==> config.mk <==
export PLATFORM = sky130hd
export DESIGN_NAME = wbc_ram
export DESIGN_NICKNAME = d
export VERILOG_FILES = /design/src/wbc_ram.sv
export SDC_FILE = /design/constraint.sdc
export NUM_CORES = 1
export LEC_CHECK = 0
export BUFFER_PORTS_ARGS = -buffer_cell sky130_fd_sc_hd__buf_2
export CORE_UTILIZATION = 50
export CTS_BUF_LIST = sky130_fd_sc_hd__clkbuf_2 sky130_fd_sc_hd__clkbuf_4 sky130_fd_sc_hd__clkbuf_8
export CTS_CLUSTER_SIZE = 20
export DETAILED_ROUTE_END_ITERATION = 12
export PLACE_DENSITY_LB_ADDON = 0.2
export SYNTH_ARGS = -nofsm -noshare
export SYNTH_HDL_FRONTEND = slang
export SYNTH_SLANG_ARGS = --single-unit
==> constraint.sdc <==
create_clock -name clk -period 3.92 [get_ports clk]
set_input_delay 0.784 -clock clk [delete_from_list [all_inputs] [get_ports clk]]
set_output_delay 0.784 -clock clk [all_outputs]
set_load 0.02 [all_outputs]
==> src/wbc_ram.sv <==
// wbc_ram: generic simple dual port RAM, one write and one registered read.
// No dependencies.

module wbc_ram #(
  parameter int WIDTH = 8,
  parameter int DEPTH = 64
) (
  input  logic                                   clk,
  input  logic                                   wr_en,
  input  logic [(DEPTH > 1 ? $clog2(DEPTH) : 1)-1:0] wr_addr,
  input  logic [WIDTH-1:0]                       wr_data,
  input  logic                                   rd_en,
  input  logic [(DEPTH > 1 ? $clog2(DEPTH) : 1)-1:0] rd_addr,
  output logic [WIDTH-1:0]                       rd_data
);

  logic [WIDTH-1:0] mem [DEPTH];

  always_ff @(posedge clk) begin
    if (wr_en) begin
      mem[wr_addr] <= wr_data;
    end
    if (rd_en) begin
      rd_data <= mem[rd_addr];
    end
  end

endmodule

Yosys cells after proc, flatten, opt, wreduce, memory -nomap -nowiden

Memory sizes are Yosys's and may differ from the RTL's. A register that Yosys moved wholly into a read port is not among the register bits.
Cells that the tools add are included.

Multiplexer cells: 2

Operators with widths:

| operator         | count |
|---|---|
| 1-bit 2-to-1 mux | 2 |

Memories: 1
Logic and storage cells: 3
Output and inout port bits: 8
Bits of input ports: 23
Bits in registers: 0
Bits in writable memories: 512

Memories:

| name | depth | bits a word | rd ports | clocked after Yosys merged registers in | write ports | line | RTL |
|---|---|---|---|---|---|---|---|
| mem  | 64    | 8           | 1        | 1                                       | 1           | 17   | `logic [WIDTH-1:0] mem [DEPTH];` |

Depth between registers and ports, before layout

Gate-level depths: netlist of run 1.

Depth after elaboration: 2
Mapped depth: 9
Gate-level depth less buffers: 5

Worst setup path before layout of run 1

OpenSTA, ideal clock, no wires.

Path type: input to register
From: in rd_addr[1] (netlist name)
To: reg rd_data[3] (read register of mem), data pin
Slack: 1330 ps
Arrival time: 2324 ps
Stages: 7
Library setup time: 266 ps
Cell sequence: buf_4 > buf_2 > buf_2 > mux4_2 > mux4_2 > o21ai_1 > o41ai_1

RTL lines:

| what               | line | RTL |
|---|---|---|
| start: declaration | 13   | `input logic [(DEPTH > 1 ? $clog2(DEPTH) : 1)-1:0] rd_addr,` |
| end: declaration   | 14   | `output logic [WIDTH-1:0] rd_data` |

==> results.json, run 1 <==
{
  "intPower_mw": 8.723,
  "place_congestion": 0.8034,
  "hold_path_class": "input port to flip-flop",
  "maxSlewViolCount": 0,
  "final_util_pct": 57.02,
  "grt_pass1_wl_um": 66800,
  "ir_worst_vdd_mv": 0.2263,
  "yosysTopAreaCell": "edfxtp_1",
  "hpwl_um": 27520,
  "drt_iter0_drc": 871,
  "grt_pass1_vias": 10190,
  "antenna_found_initial": 2,
  "swShare_pct": 21.92,
  "tightest_slew_ns": 1.245,
  "h-tree-depth": 3,
  "fmaxAchievable_mhz": 392.3,
  "rsz0062_at_grt": "no",
  "avgSynthCellArea_um2": 21.54,
  "path_class": "input port to flip-flop",
  "synth_common_cells": "edfxtp_1 (520), mux4_2 (126), nor2_1 (83)",
  "power_density_nw_per_um2": 492.0,
  "io_pins": 31,
  "maxCapViolations": 0,
  "yosysWarnings": 0,
  "synthesis.area_um2": 20250,
  "drc_errors": 0,
  "clock_skew_ns": 0.02643,
  "nets": 1068,
  "finalHoldViolations": 0,
  "die_y_um": 203.2,
  "relSlewSlack_pct": 17.00,
  "finalCritPeriodShare_pct": 65.03,
  "synth_area_leaders": "edfxtp_1 (77%), mux4_2 (14%), nor2_1 (1.5%)",
  "wl_um": 44860,
  "port-buffer-count": 30,
  "clkTransAtPathRegs_ns": 0.07,
  "vias_per_cell": 5.994,
  "start_util_pct": 50.84,
  "leakage_nw": 7.131,
  "wl_per_cell_um": 27.49,
  "synth-edff-count": 520,
  "ys_seq_area_share_pct": 77.12,
  "setup_viol": 0,
  "grt-ovfl-total": 0,
  "cts_buffer_depth": 3,
  "dieArea_um2": 41300,
  "drive_above_1_share_pct": 30.32,
  "cts_resized": 0,
  "dp_slack_ns": 0.6634,
  "yosysMostFrequentCell": "edfxtp_1",
  "cp.required_ns": 4.30,
  "postCtsSetupBuffers": 0,
  "p_comb_share_pct": 5.1,
  "synth_cell_types": 39,
  "hold_slack_ns": 0.5167,
  "rrSetupSlack_ns": 1.80,
  "cp_max_fo": 23,
  "core_area_um2": 39820,
  "cts_hold_buf": 0,
  "clk_latency_ns": 0.65,
  "fin_tns_setup_ns": 0,
  "vias": 9783,
  "endpoint_kind": "flip-flop",
  "power.switching_mw": 2.449,
  "cts_buffers": 84,
  "area_growth_pct": 12.15,
  "firstDrtPassIters": 5,
  "synthCells": 940,
  "ant_nets": 0,
  "track_usage_pct": 22.61,
  "cts_root_buf": "clkbuf_8",
  "synth_seq_cells": 520,
  "clock-sinks": 520,
  "seqPwrFrac_pct": 55.4,
  "die_x_um": 203.2,
  "synth_ff_type": "edfxtp_1",
  "power_frac_clock_pct": 39.5,
  "layout_setup_ws_ns": 1.371,
  "timing.final.crit_period_ns": 2.549,
  "start_kind": "input port",
  "synth_nets": 963,
  "synth_top_area_share_pct": 77.12,
  "cp.arrival_ns": 2.93,
  "async_reset_ff_share_pct": 0,
  "grt_max_degree": 65,
  "rows": 73,
  "status": "complete, no violations",
  "cts_tree": "built"
}
==> worst max-delay path, cell delays in order <==
cell	delay, ns
clkbuf_8	0.31
buf_12	0.25
mux4_2	0.52
mux2_2	0.28
o221a_2	0.28
nor3_1	0.34
o32ai_1	0.14
==> area by class of cell <==
| class | instances | area (µm²) |
|---|---|---|
| fill | 3006 | 17120 |
| sequential | 520 | 15620 |
| multi-input combinational | 369 | 4315 |
| clock buffer | 111 | 1371 |
| tap | 525 | 656.9 |
| timing repair buffer | 70 | 551.8 |
| clock inverter | 35 | 191.4 |
| antenna | 2 | 5.005 |
==> power groups by stage <==
stage / Combinational [mW] / Clock, mW / Sequential [mW]
after floorplan: 0.328 / 0 / 6.30
after global placement: 0.567 / 0 / 6.30
after detailed placement: 0.576 / 0 / 6.31
after CTS: 0.577 / 4.49 / 6.19
after global routing: 0.609 / 4.72 / 6.19
final: 0.570 / 4.41 / 6.19
==> final timing paths <==
path	start	end	cells after the start
worst min-delay path	rd_en	rd_data[1]$_DFFE_PP_	1
worst min register to register	mem[19][1]$_DFFE_PP_	rd_data[1]$_DFFE_PP_	4
worst max register to register	mem[20][6]$_DFFE_PP_	rd_data[6]$_DFFE_PP_	5
worst max-delay path	rd_addr[0]	rd_data[6]$_DFFE_PP_	7
==> per-stage QoR <==
stage               power [mW]  cell area [µm²]  std cells
floorplan                6.631            20250        940
global placement         6.870            21140       1484
detailed placement       6.881            21140       1484
CTS                      11.26            22700       1630
global route             11.52            22700       1630
finish                   11.17            22710       1632
==> sequential cells by signal, indices dropped and copies added (netlist names) <==
signal and cells:
rd_data 8, mem 512
==> routing by layer <==
metal	global-route usage, %	part of all wire (%)	vias up	routed length [µm]
met5	0	0	-	0
met4	7.546	2.2	0	1004
met3	5.066	7.1	69	3178
met2	34.20	47	383	21100
met1	32.88	44	5171	19570
li1	-	-	4160	-
==> cells in the final DEF (no fill, tap or decap), types with 3 or more instances in the layout <==
cell type     n
a211oi_1      4
a21oi_1       3
a221oi_1      6
a22oi_1       3
buf_12        7
buf_2        27
buf_4        35
clkbuf_4     25
clkbuf_8     87
clkinv_1     22
clkinv_2      5
clkinvlp_4    6
edfxtp_1    520
mux2_2       13
mux2i_1      23
mux4_2      126
nand2_1      19
nand2b_1      7
nand3_1      13
nand3b_1      3
nor2_1       83
nor2b_1      14
nor3_1        7
o2111ai_1     3
o221ai_1      8
o22ai_1       8
o2bb2ai_1     3
==> logic make-up (layout without fill, tap and decap cells) <==
group / after synthesis / count (layout) / synth area share (%)
other: 0 / 2 / 0
flip-flops: 520 / 520 / 77.12
multiplexers: 162 / 162 / 15.88
buffers and inverters: 51 / 216 / 1.563
AO/OA/AOI/OAI: 54 / 54 / 2.064
AND/OR/NAND/NOR: 153 / 153 / 3.374
No activity file was read; power rests on OpenSTA's default activity.
==> inputs of run 2 (changes only) <==
clock period = 2.4 ns   (was 3.92 ns; I/O delays follow)
==> run 2 against run 1 <==
Compared with the run above: clock power rose by 65%; worst setup slack got worse by 1.3 ns; cell area rose by 5.0%; combinational power rose by 88%; sequential share of layout area fell by 3.3 points; power rose by 65%; non-clock buffer count rose by 133; hold slack got worse by 0.22 ns; critical endpoint is now rd_data[2]$_DFFE_PP_.
==> results.json, run 2 (same netlist as run 1, synthesis figures left out) <==
{
  "top_register": "mem",
  "die_x_um": 203.2,
  "wl_um": 46210,
  "hold_path_class": "input port to flip-flop",
  "grtUsageMet1_pct": 33.53,
  "path_class": "input port to flip-flop",
  "finalCritPeriodShare_pct": 96.01,
  "dp.cells": 1617,
  "final_common_cell": "edfxtp_1",
  "wl_per_cell_um": 26.18,
  "clock-sinks": 520,
  "cts_tree": "built",
  "start_kind": "input port",
  "r2r-start": "mem[47][2]$_DFFE_PP_",
  "cts_resized": 0,
  "n_fill_cell": 2954,
  "tightest_slew_ns": 0.8253,
  "slowest_stage": "a221oi_1",
  "ant_nets": 0,
  "reg_top3": "mem x512, rd_data x8",
  "clk_latency_ns": 0.63,
  "clock_skew_ns": 0.02458,
  "firstDrtPassIters": 5,
  "max_stage_delay_ns": 0.73,
  "hold_slack_ns": 0.2943,
  "path_cells": "buf_4, buf_12, mux4_2, mux2_2, a221oi_1, o2bb2ai_1",
  "cp.arrival_ns": 2.64,
  "drt_iter0_drc": 969,
  "vias_per_cell": 5.800,
  "worstHoldStart": "rd_en",
  "rows": 73,
  "maxCapViolations": 0,
  "clkTransAtPathRegs_ns": 0.06,
  "grt-ovfl-total": 0,
  "grt_max_degree": 65,
  "track_usage_pct": 23.28,
  "drive_above_1_share_pct": 38.50,
  "grt_pass1_wl_um": 68340,
  "final_util_pct": 59.89,
  "finalPower_mw": 18.45,
  "status": "complete, no violations",
  "final_area_um2": 23850,
  "leakage_nw": 7.900,
  "fmaxAchievable_mhz": 434.0,
  "placed_area_um2": 22250,
  "cts_root_buf": "clkbuf_8",
  "use_met3_pct": 4.650,
  "finalHoldViolations": 0,
  "endpoint_kind": "flip-flop",
  "setup_viol": 0,
  "nets": 1198,
  "min_to": "rd_data[6]$_DFFE_PP_",
  "maxSlewViolCount": 0,
  "cts_buffer_depth": 3,
  "layout_setup_ws_ns": 0.09569,
  "die_y_um": 203.2,
  "fin_tns_setup_ns": 0,
  "largest_reg_flops": 512,
  "rsz0062_at_grt": "no",
  "h-tree-depth": 3,
  "grt_pass1_vias": 10460,
  "layout_common_cells": "edfxtp_1 (520), buf_4 (159), mux4_2 (126), clkbuf_8 (87), nor2_1 (83)",
  "cp.buffers_inverters": 2,
  "whs_path_depth": 1,
  "port-buffer-count": 30,
  "dieArea_um2": 41300,
  "drc_errors": 0,
  "timing.rr.end": "rd_data[2]$_DFFE_PP_",
  "antenna_found_initial": 1,
  "vias": 10240,
  "area_growth_pct": 17.80,
  "power_density_nw_per_um2": 773.5,
  "cp.required_ns": 2.73,
  "core_area_um2": 39820,
  "start_util_pct": 50.84,
  "relSlewSlack_pct": 44.98,
  "grt_util_met2_pct": 35.47,
  "place_congestion": 0.9015,
  "r2r_cells": 4,
  "hpwl_um": 30480,
  "final_cells": 1765,
  "busiest_layer": "met2",
  "cts_hold_buf": 0,
  "dp_slack_ns": -0.5751,
  "ir_worst_vdd_mv": 0.5110,
  "cts_buffers": 81,
  "cp_top_family": "compound AO/OA/AOI/OAI gates",
  "cp_max_fo": 14,
  "rrSetupSlack_ns": 0.11,
  "timing.final.crit_period_ns": 2.304,
  "postCtsSetupBuffers": 0,
  "io_pins": 31
}
run 2: report_power, final:
part / internal, mW / total, mW / switching, mW
clock: 3.98 / 7.27 / 3.29
combinational: 0.461 / 1.07 / 0.614
sequential: 10.1 / 10.1 / 0.0282
total: 14.5 / 18.4 / 3.93
run 2: worst register-to-register path, delay by kind of cell (launching register included):
family / cells / cell delay (ns)
flops: 1 / 0.36
compound gates: 2 / 0.88
mux: 2 / 0.77
run 2: worst max-delay path by stage:
stage / from / end / slack [ns] / cells after the start
2_1_floorplan: rd_addr[1] / rd_data[3]$_DFFE_PP_ / 0.11 / 7
3_3_place_gp: rd_addr[1] / rd_data[2]$_DFFE_PP_ / -0.58 / 6
3_5_place_dp: rd_addr[1] / rd_data[2]$_DFFE_PP_ / -0.58 / 6
4_1_cts: mem[47][2]$_DFFE_PP_ / rd_data[2]$_DFFE_PP_ / 0.07 / 4
5_1_grt: rd_addr[0] / rd_data[2]$_DFFE_PP_ / 0.04 / 8
6_report: rd_addr[1] / rd_data[2]$_DFFE_PP_ / 0.1 / 6
run 2: layer usage:
layer	vias up	share of wire, %
li1	4431	-
met1	5352	43
met2	379	47
met3	75	7.2
met4	0	2.8
met5	-	0
run 2: layout make-up:
class,instances,area [µm²],share of cell area (%)
clock inverter,32,196.4,0.8236
sequential,520,15620,65.47
clock buffer,115,1401,5.876
multi-input combinational,369,4315,18.09
timing repair buffer,203,1663,6.972
tap,525,656.9,2.754
antenna,1,2.502,0.01049
==> inputs of run 3 (changes only) <==
CTS_CLUSTER_SIZE = unset   (was 20)
REMOVE_ABC_BUFFERS = 1   (was unset)
==> run 3 against run 2 <==
Compared with the run above: flip-flop and latch count unchanged; clock skew down 0.0073 ns; first-iteration DRC count decreased by 5.4%; routed wire length barely moved; sequential power about the same; via count grew 0.32%; largest power group unchanged; hold slack worse by 0.035 ns; highest routed layer unchanged; core utilization increased by 0.088 points; non-clock buffer count up 7.
==> results.json, run 3 (same netlist as run 1, synthesis figures left out) <==
{
  "r2r-start": "mem[21][6]$_DFFE_PP_",
  "hold_path_class": "input port to flip-flop",
  "final_util_pct": 59.98,
  "nets": 1206,
  "wl_um": 46210,
  "reg_top3": "mem x512, rd_data x8",
  "whs_path_depth": 1,
  "vias": 10270,
  "cts_tree": "built",
  "clock-sinks": 520,
  "cts_resized": 0,
  "maxCapViolations": 0,
  "p_comb_share_pct": 5.9,
  "wl_per_cell_um": 26.15,
  "leakage_nw": 7.887,
  "drt_iter0_drc": 917,
  "setup_viol": 0,
  "timing.rr.end": "rd_data[6]$_DFFE_PP_",
  "cp.arrival_ns": 2.69,
  "clk_latency_ns": 0.63,
  "cts_root_buf": "clkbuf_8",
  "place_congestion": 0.8430,
  "start_kind": "flip-flop",
  "rsz0062_at_grt": "no",
  "grt_pass1_vias": 10510,
  "path_class": "flip-flop to flip-flop",
  "layout_common_cells": "edfxtp_1 (520), buf_4 (164), mux4_2 (126), nor2_1 (83), clkbuf_8 (83)",
  "io_pins": 31,
  "cts_buffer_depth": 3,
  "status": "complete, no violations",
  "hold_slack_ns": 0.2594,
  "antenna_found_initial": 0,
  "area_growth_pct": 17.97,
  "swShare_pct": 21.58,
  "cts_hold_buf": 0,
  "min_to": "rd_data[2]$_DFFE_PP_",
  "core_area_um2": 39820,
  "seqPwrFrac_pct": 55.0,
  "use_met3_pct": 4.858,
  "postCtsSetupBuffers": 0,
  "rows": 73,
  "die_y_um": 203.2,
  "ant_nets": 0,
  "track_usage_pct": 23.46,
  "cts_buffers": 82,
  "r2r_cells": 6,
  "top_register": "mem",
  "power_density_nw_per_um2": 768.8,
  "cp.required_ns": 2.76,
  "drive_above_1_share_pct": 38.28,
  "hpwl_um": 30670,
  "finalHoldViolations": 0,
  "clock_skew_ns": 0.01726,
  "grt_max_degree": 65,
  "grtUsageMet1_pct": 33.49,
  "die_x_um": 203.2,
  "grt_util_met2_pct": 36.49,
  "start_util_pct": 50.84,
  "final_common_cell": "edfxtp_1",
  "worstHoldStart": "rd_en",
  "endpoint_kind": "flip-flop",
  "ir_worst_vdd_mv": 0.5196,
  "finalCritPeriodShare_pct": 96.90,
  "intPower_mw": 14.40,
  "dieArea_um2": 41300,
  "tightest_slew_ns": 0.7544,
  "rrSetupSlack_ns": 0.07,
  "firstDrtPassIters": 5,
  "cp_max_fo": 1,
  "power_frac_clock_pct": 39.0,
  "largest_reg_flops": 512,
  "vias_per_cell": 5.812,
  "timing.final.crit_period_ns": 2.326,
  "clkTransAtPathRegs_ns": 0.06,
  "port-buffer-count": 30,
  "maxSlewViolCount": 0,
  "grt_pass1_wl_um": 68860,
  "relSlewSlack_pct": 49.32,
  "fmaxAchievable_mhz": 430.0,
  "busiest_layer": "met2",
  "grt-ovfl-total": 0,
  "power.switching_mw": 3.962,
  "h-tree-depth": 3,
  "drc_errors": 0
}
-- run 3: cell types whose count changed in the layout (fill, tap and decap cells not counted) --
cell / before / now
buf_12: 16 / 18
buf_4: 159 / 164
bufinv_16: 2 / 3
clkbuf_4: 29 / 22
clkbuf_8: 87 / 83
clkinv_1: 14 / 18
clkinv_2: 15 / 10
clkinvlp_4: 0 / 6
-- run 3: how the worst max path moves through the flow --
stage | slack, ns | startpoint | endpoint
final | 0.07 | mem[21][6]$_DFFE_PP_ | rd_data[6]$_DFFE_PP_
after global routing | 0.04 | mem[21][6]$_DFFE_PP_ | rd_data[6]$_DFFE_PP_
after floorplan | 0.42 | rd_addr[0] | rd_data[4]$_DFFE_PP_
after CTS | 0.02 | mem[21][6]$_DFFE_PP_ | rd_data[6]$_DFFE_PP_
after detailed placement | -0.37 | rd_addr[0] | rd_data[6]$_DFFE_PP_
after global placement | -0.36 | rd_addr[0] | rd_data[6]$_DFFE_PP_
-- run 3: area by class of cell --
| type | count | area [µm²] |
|---|---|---|
| repair buffers | 210 | 1740 |
| multi-input cells | 369 | 4315 |
| diodes | 1 | 2.502 |
| fillers | 2936 | 15940 |
| well taps | 525 | 656.9 |
| flip-flops and latches | 520 | 15620 |
| clock inverters | 38 | 261.5 |
| clock buffers | 104 | 1294 |
-- run 3: stage by stage --
step	std cells	setup WS [ns]	power, mW	setup TNS (ns)	area [µm²]
2_1_floorplan	889	0.4195	10.68	0	19930
3_3_place_gp	1624	-0.3594	11.37	-1.893	22330
3_5_place_dp	1624	-0.3745	11.39	-2.024	22330
4_1_cts	1766	0.02470	18.53	0	23880
5_1_grt	1766	0.03580	18.97	0	23880
6_report	1767	0.07439	18.36	0	23890
-- run 3: power groups by stage --
stage	sequential, mW	clock (mW)	combinational, mW
after floorplan	10.3	0	0.390
after CTS	10.1	7.32	1.10
after detailed placement	10.3	0	1.10
after global placement	10.3	0	1.08
after global routing	10.1	7.71	1.16
final	10.1	7.17	1.09
-- run 3: routing by layer --
layer | routed length (µm) | part of all wire, %
met5 | 0 | 0
met2 | 22230 | 48
met1 | 19410 | 42
met4 | 899 | 1.9
met3 | 3670 | 7.9
-- run 3: worst max-delay path: stages (launching register included) --
cell      delay (ns)
edfxtp_1        0.38
mux4_2          0.48
mux2_2          0.28
o221a_2         0.28
nor3_1          0.39
buf_4           0.18
o32ai_1         0.07
